==> src/rtl/alr_pkg.sv <==
`default_nettype none

package alr_pkg;

   localparam int COLOR_W = 8;
   localparam int LANES   = 3;
   localparam int QUOT_W  = 8;

   localparam logic [COLOR_W-1:0] COLOR_MAX = 8'd255;

   localparam logic OP_START = 1'b0;
   localparam logic OP_STEP  = 1'b1;

   typedef enum logic [1:0] {
      PIX_MAIN,
      PIX_NBR,
      PIX_END
   } pix_sel_type;

   typedef struct packed {
      logic        load_line;
      logic        div_start;
      logic        out_load;
      pix_sel_type out_sel;
      logic        advance;
      logic        end_line;
   } cmd_type;

   typedef struct packed {
      logic line_active;
      logic div_done;
      logic out_free;
      logic at_stop;
   } status_type;

endpackage

`default_nettype wire

==> src/rtl/alr_if.sv <==
`default_nettype none

interface alr_req_if #(parameter int CW = 11);
   import alr_pkg::*;

   logic               valid;
   logic               ready;
   logic               op;
   logic [CW-1:0]      x_start;
   logic [CW-1:0]      y_start;
   logic [CW-1:0]      x_end;
   logic [CW-1:0]      y_end;
   logic [COLOR_W-1:0] red;
   logic [COLOR_W-1:0] green;
   logic [COLOR_W-1:0] blue;

   modport source (output valid, op, x_start, y_start, x_end, y_end, red, green, blue,
                   input ready);
   modport sink   (input valid, op, x_start, y_start, x_end, y_end, red, green, blue,
                   output ready);
endinterface

interface alr_rsp_if #(parameter int CW = 11);
   import alr_pkg::*;

   logic               valid;
   logic               ready;
   logic signed [CW+1:0] pixel_x;
   logic signed [CW+1:0] pixel_y;
   logic [COLOR_W-1:0] pixel_red;
   logic [COLOR_W-1:0] pixel_green;
   logic [COLOR_W-1:0] pixel_blue;
   logic               last;

   modport source (output valid, pixel_x, pixel_y, pixel_red, pixel_green, pixel_blue, last,
                   input ready);
   modport sink   (input valid, pixel_x, pixel_y, pixel_red, pixel_green, pixel_blue, last,
                   output ready);
endinterface

`default_nettype wire

==> src/rtl/alr_divider.sv <==
`default_nettype none

module alr_divider #(
   parameter int CW = 11
) (
   input  wire logic                                           clock,
   input  wire logic                                           reset,
   input  wire logic                                           start,
   input  wire logic [CW:0]                                    divisor,
   input  wire logic [alr_pkg::LANES-1:0][CW+7:0]              dividend,
   output logic                                                done,
   output logic [alr_pkg::LANES-1:0][alr_pkg::QUOT_W-1:0]      quot,
   output logic [alr_pkg::LANES-1:0]                           rem_nz
);
   import alr_pkg::*;

   localparam int PW = CW + 8;
   localparam int CNT_W = $clog2(QUOT_W);

   logic                              busy_ff, busy_in;
   logic [CNT_W-1:0]                  cnt_ff, cnt_in;
   logic [PW-1:0]                     dsh_ff, dsh_in;
   logic [LANES-1:0][PW-1:0]          rem_ff, rem_in;
   logic [LANES-1:0][QUOT_W-1:0]      quot_ff, quot_in;

   always_comb begin
      busy_in = busy_ff;
      cnt_in  = cnt_ff;
      dsh_in  = dsh_ff;
      rem_in  = rem_ff;
      quot_in = quot_ff;
      if (start) begin
         busy_in = 1'b1;
         cnt_in  = '0;
         dsh_in  = {divisor, {(QUOT_W-1){1'b0}}};
         rem_in  = dividend;
         quot_in = '0;
      end else if (busy_ff) begin
         for (int i = 0; i < LANES; i++) begin
            if (rem_ff[i] >= dsh_ff) begin
               rem_in[i]  = rem_ff[i] - dsh_ff;
               quot_in[i] = {quot_ff[i][QUOT_W-2:0], 1'b1};
            end else begin
               quot_in[i] = {quot_ff[i][QUOT_W-2:0], 1'b0};
            end
         end
         dsh_in = dsh_ff >> 1;
         cnt_in = cnt_ff + 1'b1;
         if (cnt_ff == CNT_W'(QUOT_W - 1)) begin
            busy_in = 1'b0;
         end
      end
   end

   always_ff @(posedge clock) begin
      if (reset) begin
         busy_ff <= 1'b0;
      end else begin
         busy_ff <= busy_in;
      end
      cnt_ff  <= cnt_in;
      dsh_ff  <= dsh_in;
      rem_ff  <= rem_in;
      quot_ff <= quot_in;
   end

   always_comb begin
      done = !busy_ff;
      quot = quot_ff;
      for (int i = 0; i < LANES; i++) begin
         rem_nz[i] = (rem_ff[i] != '0);
      end
   end

endmodule

`default_nettype wire

==> src/rtl/alr_datapath.sv <==
`default_nettype none

module alr_datapath #(
   parameter int CW = 11
) (
   input  wire logic                          clock,
   input  wire logic                          reset,
   input  wire alr_pkg::cmd_type              cmd,
   output alr_pkg::status_type                status,
   input  wire logic [CW-1:0]                 x_start,
   input  wire logic [CW-1:0]                 y_start,
   input  wire logic [CW-1:0]                 x_end,
   input  wire logic [CW-1:0]                 y_end,
   input  wire logic [alr_pkg::COLOR_W-1:0]   red,
   input  wire logic [alr_pkg::COLOR_W-1:0]   green,
   input  wire logic [alr_pkg::COLOR_W-1:0]   blue,
   input  wire logic                          rsp_ready,
   output logic                               rsp_valid,
   output logic signed [CW+1:0]               pixel_x,
   output logic signed [CW+1:0]               pixel_y,
   output logic [alr_pkg::COLOR_W-1:0]        pixel_red,
   output logic [alr_pkg::COLOR_W-1:0]        pixel_green,
   output logic [alr_pkg::COLOR_W-1:0]        pixel_blue,
   output logic                               last
);
   import alr_pkg::*;

   localparam int PW = CW + 8;
   localparam int OW = CW + 2;

   logic                              active_ff, active_in;
   logic                              x_major_ff, x_major_in;
   logic                              x_neg_ff, x_neg_in;
   logic                              y_neg_ff, y_neg_in;
   logic [CW-1:0]                     cur_x_ff, cur_x_in;
   logic [CW-1:0]                     cur_y_ff, cur_y_in;
   logic [CW-1:0]                     stop_x_ff, stop_x_in;
   logic [CW-1:0]                     stop_y_ff, stop_y_in;
   logic [CW:0]                       err_ff, err_in;
   logic [CW:0]                       major_ff, major_in;
   logic [CW:0]                       minor_ff, minor_in;
   logic [LANES-1:0][COLOR_W-1:0]     color_ff, color_in;

   logic                              out_valid_ff, out_valid_in;
   logic [OW-1:0]                     out_x_ff, out_x_in;
   logic [OW-1:0]                     out_y_ff, out_y_in;
   logic [LANES-1:0][COLOR_W-1:0]     out_c_ff, out_c_in;
   logic                              out_last_ff, out_last_in;

   logic [CW:0]                       dx, dy, dx_neg, dy_neg, err_neg;
   logic [CW-1:0]                     adx, ady, ae;
   logic [LANES-1:0][PW-1:0]          prod;
   logic                              div_done;
   logic [LANES-1:0][QUOT_W-1:0]      quot;
   logic [LANES-1:0]                  rem_nz;
   logic [CW+2:0]                     err_sum, err_wrap;
   logic                              minor_step;
   logic                              nbr_pos;
   logic [OW-1:0]                     cur_x_ext, cur_y_ext, nbr_x, nbr_y;
   logic [CW-1:0]                     x_stepped, y_stepped;

   always_comb begin
      dx     = {1'b0, x_end} - {1'b0, x_start};
      dy     = {1'b0, y_end} - {1'b0, y_start};
      dx_neg = -dx;
      dy_neg = -dy;
      adx    = dx[CW] ? dx_neg[CW-1:0] : dx[CW-1:0];
      ady    = dy[CW] ? dy_neg[CW-1:0] : dy[CW-1:0];

      err_neg = -err_ff;
      ae      = err_ff[CW] ? err_neg[CW-1:0] : err_ff[CW-1:0];
      for (int i = 0; i < LANES; i++) begin
         prod[i] = PW'(COLOR_MAX - color_ff[i]) * PW'(ae);
      end

      err_sum    = {{2{err_ff[CW]}}, err_ff} + {2'b00, minor_ff};
      minor_step = $signed(err_sum) >= $signed({3'b000, major_ff[CW:1]});
      err_wrap   = err_sum - {2'b00, major_ff};

      x_stepped = x_neg_ff ? cur_x_ff - 1'b1 : cur_x_ff + 1'b1;
      y_stepped = y_neg_ff ? cur_y_ff - 1'b1 : cur_y_ff + 1'b1;

      nbr_pos   = (!err_ff[CW] && err_ff != '0) ^ (x_major_ff ? y_neg_ff : x_neg_ff);
      cur_x_ext = {2'b00, cur_x_ff};
      cur_y_ext = {2'b00, cur_y_ff};
      nbr_x     = cur_x_ext;
      nbr_y     = cur_y_ext;
      if (x_major_ff) begin
         nbr_y = nbr_pos ? cur_y_ext + 1'b1 : cur_y_ext - 1'b1;
      end else begin
         nbr_x = nbr_pos ? cur_x_ext + 1'b1 : cur_x_ext - 1'b1;
      end
   end

   alr_divider #(.CW(CW)) u_divider (
      .clock    (clock),
      .reset    (reset),
      .start    (cmd.div_start),
      .divisor  (major_ff),
      .dividend (prod),
      .done     (div_done),
      .quot     (quot),
      .rem_nz   (rem_nz)
   );

   always_comb begin
      active_in  = active_ff;
      x_major_in = x_major_ff;
      x_neg_in   = x_neg_ff;
      y_neg_in   = y_neg_ff;
      cur_x_in   = cur_x_ff;
      cur_y_in   = cur_y_ff;
      stop_x_in  = stop_x_ff;
      stop_y_in  = stop_y_ff;
      err_in     = err_ff;
      major_in   = major_ff;
      minor_in   = minor_ff;
      color_in   = color_ff;

      if (cmd.load_line) begin
         x_major_in = adx > ady;
         x_neg_in   = x_end <= x_start;
         y_neg_in   = y_end <= y_start;
         major_in   = (adx > ady) ? {adx, 1'b0} : {ady, 1'b0};
         minor_in   = (adx > ady) ? {ady, 1'b0} : {adx, 1'b0};
         err_in     = '0;
         cur_x_in   = x_start;
         cur_y_in   = y_start;
         stop_x_in  = x_end;
         stop_y_in  = y_end;
         color_in   = {red, green, blue};
         active_in  = (adx != '0) || (ady != '0);
      end else if (cmd.advance) begin
         err_in = minor_step ? err_wrap[CW:0] : err_sum[CW:0];
         if (x_major_ff) begin
            cur_x_in = x_stepped;
            if (minor_step) begin
               cur_y_in = y_stepped;
            end
         end else begin
            cur_y_in = y_stepped;
            if (minor_step) begin
               cur_x_in = x_stepped;
            end
         end
      end else if (cmd.end_line) begin
         active_in = 1'b0;
      end
   end

   always_comb begin
      out_valid_in = out_valid_ff && !rsp_ready;
      out_x_in     = out_x_ff;
      out_y_in     = out_y_ff;
      out_c_in     = out_c_ff;
      out_last_in  = out_last_ff;
      if (cmd.out_load) begin
         out_valid_in = 1'b1;
         case (cmd.out_sel)
            PIX_MAIN: begin
               out_x_in    = cur_x_ext;
               out_y_in    = cur_y_ext;
               out_last_in = 1'b0;
               for (int i = 0; i < LANES; i++) begin
                  out_c_in[i] = color_ff[i] + quot[i] + COLOR_W'(rem_nz[i]);
               end
            end
            PIX_NBR: begin
               out_x_in    = nbr_x;
               out_y_in    = nbr_y;
               out_last_in = 1'b0;
               for (int i = 0; i < LANES; i++) begin
                  out_c_in[i] = COLOR_MAX - quot[i];
               end
            end
            PIX_END: begin
               out_x_in    = {2'b00, stop_x_ff};
               out_y_in    = {2'b00, stop_y_ff};
               out_last_in = 1'b1;
               out_c_in    = color_ff;
            end
            default: begin
               out_valid_in = out_valid_ff && !rsp_ready;
            end
         endcase
      end
   end

   always_ff @(posedge clock) begin
      if (reset) begin
         active_ff    <= 1'b0;
         out_valid_ff <= 1'b0;
      end else begin
         active_ff    <= active_in;
         out_valid_ff <= out_valid_in;
      end
      x_major_ff  <= x_major_in;
      x_neg_ff    <= x_neg_in;
      y_neg_ff    <= y_neg_in;
      cur_x_ff    <= cur_x_in;
      cur_y_ff    <= cur_y_in;
      stop_x_ff   <= stop_x_in;
      stop_y_ff   <= stop_y_in;
      err_ff      <= err_in;
      major_ff    <= major_in;
      minor_ff    <= minor_in;
      color_ff    <= color_in;
      out_x_ff    <= out_x_in;
      out_y_ff    <= out_y_in;
      out_c_ff    <= out_c_in;
      out_last_ff <= out_last_in;
   end

   always_comb begin
      status.line_active = active_ff;
      status.div_done    = div_done;
      status.out_free    = !out_valid_ff || rsp_ready;
      status.at_stop     = x_major_ff ? (cur_x_ff == stop_x_ff) : (cur_y_ff == stop_y_ff);
      rsp_valid   = out_valid_ff;
      pixel_x     = $signed(out_x_ff);
      pixel_y     = $signed(out_y_ff);
      pixel_red   = out_c_ff[2];
      pixel_green = out_c_ff[1];
      pixel_blue  = out_c_ff[0];
      last        = out_last_ff;
   end

endmodule

`default_nettype wire

==> src/rtl/alr_control.sv <==
`default_nettype none

module alr_control (
   input  wire logic                 clock,
   input  wire logic                 reset,
   input  wire logic                 req_valid,
   input  wire logic                 req_op,
   output logic                      req_ready,
   input  wire alr_pkg::status_type  status,
   output alr_pkg::cmd_type          cmd
);
   import alr_pkg::*;

   typedef enum logic [2:0] {
      S_IDLE,
      S_DIV,
      S_MAIN,
      S_NBR,
      S_END
   } state_type;

   state_type state_ff, state_in;

   always_comb begin
      state_in  = state_ff;
      req_ready = 1'b0;
      cmd       = '0;
      cmd.out_sel = PIX_MAIN;
      case (state_ff)
         S_IDLE: begin
            req_ready = 1'b1;
            if (req_valid) begin
               if (req_op == OP_START) begin
                  cmd.load_line = 1'b1;
                  state_in      = S_END;
               end else if (status.line_active) begin
                  cmd.div_start = 1'b1;
                  state_in      = S_DIV;
               end
            end
         end
         S_DIV: begin
            if (status.div_done) begin
               state_in = S_MAIN;
            end
         end
         S_MAIN: begin
            if (status.out_free) begin
               cmd.out_load = 1'b1;
               cmd.out_sel  = PIX_MAIN;
               state_in     = S_NBR;
            end
         end
         S_NBR: begin
            if (status.out_free) begin
               cmd.out_load = 1'b1;
               cmd.out_sel  = PIX_NBR;
               cmd.advance  = 1'b1;
               state_in     = S_END;
            end
         end
         S_END: begin
            if (!status.at_stop) begin
               state_in = S_IDLE;
            end else if (status.out_free) begin
               cmd.out_load = 1'b1;
               cmd.out_sel  = PIX_END;
               cmd.end_line = 1'b1;
               state_in     = S_IDLE;
            end
         end
         default: begin
            state_in = S_IDLE;
         end
      endcase
   end

   always_ff @(posedge clock) begin
      if (reset) begin
         state_ff <= S_IDLE;
      end else begin
         state_ff <= state_in;
      end
   end

endmodule

`default_nettype wire

==> src/rtl/antialiased_line_rasterizer.sv <==
// channel   dir  handshake          payload
// req_chan  in   valid/ready beat   op, x_start, y_start, x_end, y_end, red, green, blue
// rsp_chan  out  valid/ready beat   pixel_x, pixel_y, pixel_red/green/blue, last
//
// A start beat loads the line in idle; a single-point start then loads its pixel into the
// output register in the end state.
// A step beat is accepted in idle, runs the three-lane shift-subtract divider that forms
// the blend weights (8 iterations), then emits the main and neighbour pixels and, at the
// stop, the end pixel. A step with no active line is ignored.
// Reset is synchronous; it clears the sequencer, the line-active flag and output valid.
// A stalled rsp_chan holds the sequencer in its emit states; req_ready is high only in idle.
`default_nettype none

module antialiased_line_rasterizer #(
   parameter int COORD_WIDTH = 11
) (
   input  wire logic  clock,
   input  wire logic  reset,
   alr_req_if.sink    req_chan,
   alr_rsp_if.source  rsp_chan
);
   import alr_pkg::*;

   cmd_type    cmd;
   status_type status;

   alr_control u_control (
      .clock     (clock),
      .reset     (reset),
      .req_valid (req_chan.valid),
      .req_op    (req_chan.op),
      .req_ready (req_chan.ready),
      .status    (status),
      .cmd       (cmd)
   );

   alr_datapath #(.CW(COORD_WIDTH)) u_datapath (
      .clock       (clock),
      .reset       (reset),
      .cmd         (cmd),
      .status      (status),
      .x_start     (req_chan.x_start),
      .y_start     (req_chan.y_start),
      .x_end       (req_chan.x_end),
      .y_end       (req_chan.y_end),
      .red         (req_chan.red),
      .green       (req_chan.green),
      .blue        (req_chan.blue),
      .rsp_ready   (rsp_chan.ready),
      .rsp_valid   (rsp_chan.valid),
      .pixel_x     (rsp_chan.pixel_x),
      .pixel_y     (rsp_chan.pixel_y),
      .pixel_red   (rsp_chan.pixel_red),
      .pixel_green (rsp_chan.pixel_green),
      .pixel_blue  (rsp_chan.pixel_blue),
      .last        (rsp_chan.last)
   );

endmodule

`default_nettype wire
==> src/flat_wrapper.sv <==
// flat-port wrapper written by rule: the top's interface ports become plain ports
module antialiased_line_rasterizer_flat import alr_pkg::*;
#(
   parameter int COORD_WIDTH = 11
)
  (clock, reset, req_chan_valid, req_chan_op, req_chan_x_start, req_chan_y_start, req_chan_x_end, req_chan_y_end, req_chan_red, req_chan_green, req_chan_blue, req_chan_ready, rsp_chan_valid, rsp_chan_pixel_x, rsp_chan_pixel_y, rsp_chan_pixel_red, rsp_chan_pixel_green, rsp_chan_pixel_blue, rsp_chan_last, rsp_chan_ready);
  alr_req_if req_chan_i ();
  alr_rsp_if rsp_chan_i ();
  input  wire logic clock;
  input  wire logic reset;
  input wire logic [$bits(req_chan_i.valid)-1:0] req_chan_valid;
  input wire logic [$bits(req_chan_i.op)-1:0] req_chan_op;
  input wire logic [$bits(req_chan_i.x_start)-1:0] req_chan_x_start;
  input wire logic [$bits(req_chan_i.y_start)-1:0] req_chan_y_start;
  input wire logic [$bits(req_chan_i.x_end)-1:0] req_chan_x_end;
  input wire logic [$bits(req_chan_i.y_end)-1:0] req_chan_y_end;
  input wire logic [$bits(req_chan_i.red)-1:0] req_chan_red;
  input wire logic [$bits(req_chan_i.green)-1:0] req_chan_green;
  input wire logic [$bits(req_chan_i.blue)-1:0] req_chan_blue;
  output wire logic [$bits(req_chan_i.ready)-1:0] req_chan_ready;
  output wire logic [$bits(rsp_chan_i.valid)-1:0] rsp_chan_valid;
  output wire logic [$bits(rsp_chan_i.pixel_x)-1:0] rsp_chan_pixel_x;
  output wire logic [$bits(rsp_chan_i.pixel_y)-1:0] rsp_chan_pixel_y;
  output wire logic [$bits(rsp_chan_i.pixel_red)-1:0] rsp_chan_pixel_red;
  output wire logic [$bits(rsp_chan_i.pixel_green)-1:0] rsp_chan_pixel_green;
  output wire logic [$bits(rsp_chan_i.pixel_blue)-1:0] rsp_chan_pixel_blue;
  output wire logic [$bits(rsp_chan_i.last)-1:0] rsp_chan_last;
  input wire logic [$bits(rsp_chan_i.ready)-1:0] rsp_chan_ready;
  assign req_chan_i.valid = req_chan_valid;
  assign req_chan_i.op = req_chan_op;
  assign req_chan_i.x_start = req_chan_x_start;
  assign req_chan_i.y_start = req_chan_y_start;
  assign req_chan_i.x_end = req_chan_x_end;
  assign req_chan_i.y_end = req_chan_y_end;
  assign req_chan_i.red = req_chan_red;
  assign req_chan_i.green = req_chan_green;
  assign req_chan_i.blue = req_chan_blue;
  assign req_chan_ready = req_chan_i.ready;
  assign rsp_chan_valid = rsp_chan_i.valid;
  assign rsp_chan_pixel_x = rsp_chan_i.pixel_x;
  assign rsp_chan_pixel_y = rsp_chan_i.pixel_y;
  assign rsp_chan_pixel_red = rsp_chan_i.pixel_red;
  assign rsp_chan_pixel_green = rsp_chan_i.pixel_green;
  assign rsp_chan_pixel_blue = rsp_chan_i.pixel_blue;
  assign rsp_chan_last = rsp_chan_i.last;
  assign rsp_chan_i.ready = rsp_chan_ready;
  antialiased_line_rasterizer #(.COORD_WIDTH(COORD_WIDTH)) u_core (.clock(clock), .reset(reset), .req_chan(req_chan_i), .rsp_chan(rsp_chan_i));
endmodule
==> config.mk <==
export PLATFORM = sky130hd
export DESIGN_NAME = antialiased_line_rasterizer_flat
export DESIGN_NICKNAME = d
export VERILOG_FILES = /design/src/rtl/alr_pkg.sv /design/src/rtl/alr_if.sv /design/src/rtl/alr_divider.sv /design/src/rtl/alr_datapath.sv /design/src/rtl/alr_control.sv /design/src/rtl/antialiased_line_rasterizer.sv /design/src/flat_wrapper.sv
export SDC_FILE = /design/constraint.sdc
export NUM_CORES = 1
export LEC_CHECK = 0
export BUFFER_PORTS_ARGS = -buffer_cell sky130_fd_sc_hd__buf_4
export CAP_MARGIN = 25
export CORE_MARGIN = 1.5
export CORE_UTILIZATION = 25
export DETAILED_ROUTE_END_ITERATION = 10
export PLACE_DENSITY = 0.4
export SKIP_CTS_REPAIR_TIMING = 1
export SLEW_MARGIN = 20
export SYNTH_ARGS = -nofsm -noshare
export SYNTH_HDL_FRONTEND = slang
export SYNTH_SLANG_ARGS = --single-unit
==> constraint.sdc <==
create_clock -name clock -period 8.3 [get_ports clock]
set_input_delay 2.49 -clock clock [delete_from_list [all_inputs] [get_ports clock]]
set_output_delay 2.49 -clock clock [all_outputs]
set_load 0.005 [all_outputs]
==> results of run 1 <==
flip-flops by register name, indices dropped and copies added (netlist names), 13 cells and up:
register                            count
u_core.u_datapath.pixel_y              13
u_core.u_datapath.u_divider.dsh_ff     19
u_core.u_datapath.pixel_x              13
u_core.u_datapath.color_ff             24
u_core.u_datapath.u_divider.rem_ff     57
u_core.u_datapath.u_divider.quot       24
power groups by stage:
stage          Sequential (W)  Clock (W)  Combinational [W]
3_5_place_dp          0.00207          0            0.00358
4_1_cts               0.00205    0.00168            0.00360
2_1_floorplan         0.00193          0            0.00268
5_1_grt               0.00207    0.00171            0.00404
6_report              0.00204    0.00161            0.00353
3_3_place_gp          0.00207          0            0.00358
layout make-up:
cell class	instances	area, um2	area share, %
Tap cell	1391	1740	5.72
Clock buffer	52	1080	3.56
Sequential cell	264	7420	24.4
Clock inverter	14	119	0.390
Multi-Input combinational cell	2214	17500	57.6
Timing Repair Buffer	153	1170	3.86
Inverter	360	1350	4.45
Antenna cell	1	2.50	0.00822
cells by family after synthesis:
logic type	Yosys count	synth area share, %
fa+ha+maj	458	26.0
simple gates	895	16.0
compound gates	601	14.4
flops	264	27.8
mux	71	2.68
buf+inv	481	6.81
xor+xnor	189	6.23
per-stage QoR:
step	setup slack (ns)	cell area (um2)	power, W
final	1.57	30400	0.00719
after global routing	1.16	30400	0.00783
after CTS	1.59	30400	0.00733
after detailed placement	1.36	29200	0.00565
after global placement	1.37	29200	0.00565
after floorplan	1.04	26700	0.00461
how the worst max path moves through the flow:
stage	startpoint	end	slack (ns)	depth (start not counted)
after floorplan	rsp_chan_ready	u_core.u_datapath.last	1.04	5
after global placement	req_chan_x_end[0]	u_core.u_datapath.major_ff[7]	1.37	19
after detailed placement	req_chan_x_end[0]	u_core.u_datapath.minor_ff[7]	1.36	19
after CTS	u_core.u_datapath.err_ff[3]	u_core.u_datapath.u_divider.rem_ff[18]	1.59	20
after global routing	u_core.u_datapath.err_ff[3]	u_core.u_datapath.u_divider.rem_ff[17]	1.16	23
final	u_core.u_datapath.err_ff[3]	u_core.u_datapath.u_divider.rem_ff[18]	1.57	20
critical path: cells and delay by family (launching register included):
family | cells | cell delay, ns
compound gates | 5 | 0.97
fa+ha+maj | 5 | 2.43
buf+inv | 3 | 0.45
xor+xnor | 2 | 1.07
flops | 1 | 0.39
simple gates | 5 | 1.09
cell usage in the layout (no fill, tap or decap), types with 12 or more instances in the layout:
master       n
a21boi_0    17
a21o_1      44
a21oi_1    160
a22o_1      20
a31oi_1     20
and3_1      14
buf_4      151
clkbuf_16   39
dfxtp_1     50
edfxtp_1   213
fa_1       162
ha_1       294
inv_1      357
mux2i_1     68
nand2_1    165
nand2b_1    22
nand3_1     56
nand4_1     23
nor2_1     341
nor2b_1     35
nor3_1      44
nor4_1      27
o211ai_1    14
o21a_1      16
o21ai_0    156
o21ai_1     20
o21bai_1    14
o31ai_1     19
o41ai_1     12
or2_2       99
or3_1       24
or4_1       14
xnor2_1    115
xor2_1      64
Yosys cell counts (35+ instances only):
cell type	n	area, um2
inv_1	357	1340
nor2_1	341	1280
ha_1	296	3700
edfxtp_1	213	6400
nand2_1	165	619
fa_1	162	3240
a21oi_1	160	801
o21ai_0	160	801
xnor2_1	118	1030
clkbuf_1	107	402
or2_2	99	619
xor2_1	70	613
mux2i_1	69	691
nand3_1	56	280
dfxtp_1	51	1020
nor3_1	45	225
a21o_1	44	330
nor2b_1	35	219
metal layers:
| metal | global-route usage, % | vias up | wire length [um] |
|---|---|---|---|
| met2 | 26.1 | 326 | 40000 |
| met5 | 0 | - | 13 |
| met3 | 2.28 | 109 | 3210 |
| met4 | 4.50 | 2 | 2350 |
| met1 | 19.5 | 10100 | 37000 |
| li1 | - | 10400 | - |
==> metrics.txt, run 1 <==
status=completed; Crit path arrival time=7.00 ns; Crit-path slowest cell=xor2_2; final core utilization=28.8%; Critical Path RT=8.57 ns; GP Congestion=0.854; R2R Setup Slk=1.57 ns; minimum clock period=6.73 ns; Longest Clk Path Bufs=3; asr flop ratio synth=0%; hpwl dp=63900 um; Power per Cell Area=236 nW/um2; non-filler cells, final=4449; CP Cell Sequence=nor3_1 -> nand2_1 -> o31ai_1 -> xor2_2 -> buf_4 -> nor2_1 -> fa_1 -> fa_1 -> fa_1 -> inv_1 -> fa_1 -> inv_1 -> ha_1 -> and2_1 -> o21ai_0 -> o21ai_0 -> nor4_1 -> o41ai_1 -> xnor2_1 -> o21ai_0; Primary FF master, synth=edfxtp_1; Std-Cell Rows=119; EDFF count, synth=213; worst skew pair latency=0.57 ns; crit-path max FO=14; Worst Hold End=u_core.u_datapath.u_divider.cnt_ff[2]; Seq/Total Area, Yosys=27.8%; MaxCap Viol Count=0; Setup CP Type=reg -> reg; grt total ovfl=0; die height=330 um; syn avg cell area=9.02 um2; Crit Reg-Reg Endpoint=u_core.u_datapath.u_divider.rem_ff[18]; fmax=149 MHz; DR iter-0 viols=1015; post-route ant nets=0; count of pins over their slew limit=0; Fillers=11200; Yosys cell types=93; clk root buf=clkbuf_16; drt total wl=82600 um; CTS buffer count=36; placed cells=4382; Logic pwr share=49.2%; vias in the first global route=21500; syn_nets=3490; Critical Path Start Type=flop; GRT Util Overall=15.2%; DRT Pass-1 Iters=7; Cell Area, Synth=26700 um2; Min-Delay Path Class=reg -> reg; sequential group share of total power=28.4%; PortBufs=125; I/O pins=126; Via Count=20900; CTS HTree Levels=2; max_slew headroom=35.0%; Worst Max-Slew Pin Slew=0.974 ns; CTS tree=yes; Area Overhead vs Synth=14.1%; Net Sw Frac=41.4%; YS warnings=0; gate count of the mapped netlist=2959; clock share of power=22.5%; final period utilization=81.1%; initial antenna violation count=1; setup TNS=0 ns; die footprint=109000 um2; final worst clock skew=0.0211 ns; pin count of the biggest net entering global routing=95; RSZ-0062 raised after global routing=no; crit-path max cell delay=0.74 ns; layout cells sized above 1=11.6%; die width=330 um; worst-case vdd ir drop=0.000135 V; Sw Pwr=0.00298 W; hold depth=2; drt via density=4.69; Setup crit end kind=flop; Initial Utilization=25.3%; worst flop-to-flop path startpoint=u_core.u_datapath.err_ff[3]; nets@finish=3560; Leakage=13.5 nW; Setup-failing EPs final=0; first-pass GRT wire length=127000 um; synthesized flop and latch total=264; DR WL/cell=18.6 um; Sink Count=264; Worst Hold Margin=0.500 ns; critical path's most frequent cell=fa_1; Fin. Hold Viols=0; Reg2Reg Depth=20; min-delay src=u_core.u_datapath.u_divider.cnt_ff[2]; DRC Markers=0; clock transition at the registers of the reported paths=0.06 ns; P_int=0.00421 W; core area=106000 um2
No activity file was read; power rests on OpenSTA's default activity.
==> run 2: changes to the inputs <==
--- a/config.mk
+++ b/config.mk
@@ -5,12 +5,13 @@
 export SDC_FILE = /design/constraint.sdc
 export NUM_CORES = 1
 export LEC_CHECK = 0
+export ABC_AREA = 1
 export BUFFER_PORTS_ARGS = -buffer_cell sky130_fd_sc_hd__buf_4
 export CAP_MARGIN = 25
 export CORE_MARGIN = 1.5
 export CORE_UTILIZATION = 25
 export DETAILED_ROUTE_END_ITERATION = 10
-export PLACE_DENSITY = 0.4
+export PLACE_DENSITY = 0.42
 export SKIP_CTS_REPAIR_TIMING = 1
 export SLEW_MARGIN = 20
 export SYNTH_ARGS = -nofsm -noshare
==> constraint.sdc (replaced) <==
create_clock -name clock -period 5.5 [get_ports clock]
set_input_delay 1.65 -clock clock [delete_from_list [all_inputs] [get_ports clock]]
set_output_delay 1.65 -clock clock [all_outputs]
set_load 0.005 [all_outputs]
==> run 2 against run 1 <==
Clock power grew 51%. First-iteration DRC count up 27%. Utilization increased by 1.1 points. Non-clock buffer count increased by 114. Global-route usage rose by 1.0 points. Flip-flop and latch count is the same. Count of clock-buffer cells in the layout down 7. Wire length grew 7.8%. Combinational power rose to 4.0 times the previous value. Fmax is 29% higher. Synthesized cell count increased by 18%. Critical endpoint is now u_core.u_datapath.u_divider.rem_ff[16].
==> metrics.txt, run 2 <==
status=completed; R2R Setup Slk=0.29 ns; Cell Area, Synth=27100 um2; CTS HTree Levels=2; worst-case vdd ir drop=0.000324 V; DR iter-0 viols=1291; Worst Hold Margin=0.471 ns; crit-path max cell delay=0.52 ns; grt total ovfl=0; commonest non-fill, non-tap cell in the layout=nand2_1; Antenna diodes=0; post-route setup slack=0.294 ns; Reg with most FFs=u_core.u_datapath.u_divider.rem_ff; PortBufs=125; Worst Hold End=u_core.u_datapath.u_divider.cnt_ff[1]; gate count of the mapped netlist=3488; Std-Cell Rows=120; max_slew headroom=31.1%; Power per Cell Area=612 nW/um2; Setup crit end kind=flop; GP Congestion=0.836; Primary FF master, synth=edfxtp_1; max reg flops=57; EDFF count, synth=213; Setup-failing EPs final=0; Fin. Hold Viols=0; Yosys cell types=57; initial antenna violation count=0; Seq/Total Area, Yosys=27.4%; Critical Path RT=5.83 ns; core area=107000 um2; DRT Pass-1 Iters=5; Crit Reg-Reg Endpoint=u_core.u_datapath.u_divider.rem_ff[16]; Area Overhead vs Synth=18.6%; hpwl dp=72400 um; syn_nets=4019; count of pins over their slew limit=0; commonest non-fill, non-tap cells in the layout=699 x nand2_1, 576 x inv_1, 313 x nor2_1; cell taking the most area after synthesis=edfxtp_1; Reg2Reg Depth=29; Min-Delay Path Class=reg -> reg; final period utilization=94.7%; most common cell in the netlist=nand2_1; commonest cells in the netlist=710 x nand2_1, 585 x inv_1, 316 x nor2_1; syn avg cell area=7.76 um2; Fillers=11700; final worst clock skew=0.0398 ns; drt via density=4.61; pin count of the biggest net entering global routing=79; die footprint=110000 um2; min-delay src=u_core.u_datapath.u_divider.cnt_ff[1]; DR WL/cell=17.3 um; die height=332 um; MaxCap Viol Count=0; post-route ant nets=0; I/O pins=126; nets@finish=4237; Crit path arrival time=5.53 ns; vias in the first global route=24400; Critical Path Start Type=flop; Leakage=15.3 nW; drt total wl=89100 um; DRC Markers=0; Crit-path slowest cell=fa_1; worst flop-to-flop path startpoint=u_core.u_datapath.err_ff[1]; Setup CP Type=reg -> reg; crit-path max FO=4; first-pass GRT wire length=140000 um; clk root buf=clkbuf_16; worst slack, placed=-0.0425 ns; RSZ-0062 raised after global routing=yes; die width=332 um; CTS tree=yes; Initial Utilization=25.2%; YS warnings=0; ranking of synthesized cells by area=edfxtp_1 24%, ha_1 14%, fa_1 12%, nand2_1 9.8%, inv_1 8.1%; Sink Count=264; CTS buffer count=36; clock transition at the registers of the reported paths=0.06 ns; Longest Clk Path Bufs=3; layout cells sized above 1=11.8%; Via Count=23700; synthesized flop and latch total=264; minimum clock period=5.21 ns; worst skew pair latency=0.60 ns; asr flop ratio synth=0%; GRT Util Overall=16.2%; fmax=192 MHz; hold depth=2; Worst Max-Slew Pin Slew=1.02 ns; Synth top area share=23.6%
==> run 2: cell types whose count changed in the layout (fill, tap and decap cells not counted), moves of 67 or more <==
| cell | previous run | this run |
|---|---|---|
| nand2_1 | 165 | 699 |
| inv_1 | 357 | 576 |
| buf_4 | 151 | 257 |
| nand3_1 | 56 | 147 |
| xnor2_1 | 115 | 29 |
| a21oi_1 | 160 | 236 |
| or2_2 | 99 | 24 |
| mux2i_1 | 68 | 1 |
==> run 2: power breakdown <==
group | internal [W] | switching [W] | leakage, nW | total [W]
combinational | 0.00570 | 0.00831 | 12.4 | 0.0140
sequential | 0.00282 | 0.000402 | 2.37 | 0.00323
clock | 0.00140 | 0.00103 | 0.579 | 0.00243
==> run 2: worst max-delay path by stage <==
stage | from | cells after the start | slack (ns) | to
after floorplan | u_core.u_datapath.err_ff[1] | 27 | 0.002 | u_core.u_datapath.u_divider.rem_ff[34]
after global placement | u_core.u_datapath.err_ff[1] | 27 | -0.05 | u_core.u_datapath.u_divider.rem_ff[11]
after detailed placement | u_core.u_datapath.err_ff[2] | 25 | -0.04 | u_core.u_datapath.u_divider.rem_ff[15]
after CTS | u_core.u_datapath.err_ff[2] | 25 | -0.05 | u_core.u_datapath.u_divider.rem_ff[15]
after global routing | u_core.u_datapath.err_ff[2] | 27 | -0.04 | u_core.u_datapath.u_divider.rem_ff[56]
final | u_core.u_datapath.err_ff[1] | 29 | 0.29 | u_core.u_datapath.u_divider.rem_ff[16]
==> run 2: cells by family (layout without fill, tap and decap cells) <==
logic type	count (synthesis)	count (layout)	synth area share, %
xor gates and xnor gates	100	100	3.31
muxes	1	1	0.0370
and+or+nand+nor	1339	1339	20.7
adders and majority gates	458	458	25.7
AOI/OAI and AO/OA	634	634	13.2
DFF	264	264	27.4
buffers and inverters	692	937	9.71
==> run 2: through the flow <==
stage | TNS (ns) | total power [W] | util [%] | cell area, um2 | cells
4_1_cts | -0.165 | 0.0192 | 29.6 | 31700 | 5131
3_3_place_gp | -0.0533 | 0.0167 | 28.5 | 30500 | 5066
3_5_place_dp | -0.0880 | 0.0167 | 28.5 | 30500 | 5066
6_report | 0 | 0.0197 | 29.9 | 32100 | 5136
2_1_floorplan | 0 | 0.0120 | - | 27100 | 3488
5_1_grt | -0.0835 | 0.0220 | 29.9 | 32100 | 5136
==> run 2: metal layers <==
metal,track usage (%),wire [um],vias to the layer above
li1,-,-,12000
met1,19.9,39100,11300
met2,29.6,45100,341
met3,1.73,2650,101
met4,4.60,2240,0
met5,0,0,-
==> run 2: final cells by class <==
cell class | count | area [um2] | share of cell area [%]
Inverter | 605 | 2280 | 7.12
Clock inverter | 20 | 210 | 0.655
Timing Repair Buffer | 267 | 2110 | 6.58
Tap cell | 1403 | 1760 | 5.47
Sequential cell | 264 | 7420 | 23.1
Multi-Input combinational cell | 2532 | 17400 | 54.1
Clock buffer | 45 | 966 | 3.01
==> run 2: worst max-delay path: cells and delay by family (launching register included) <==
kind	cells	cell delay (ns)
AO/OA/AOI/OAI	4	0.62
buffers and inverters	7	0.60
flip-flops	1	0.33
AND/OR/NAND/NOR	12	1.11
adder cells (fa/ha/maj)	6	2.28
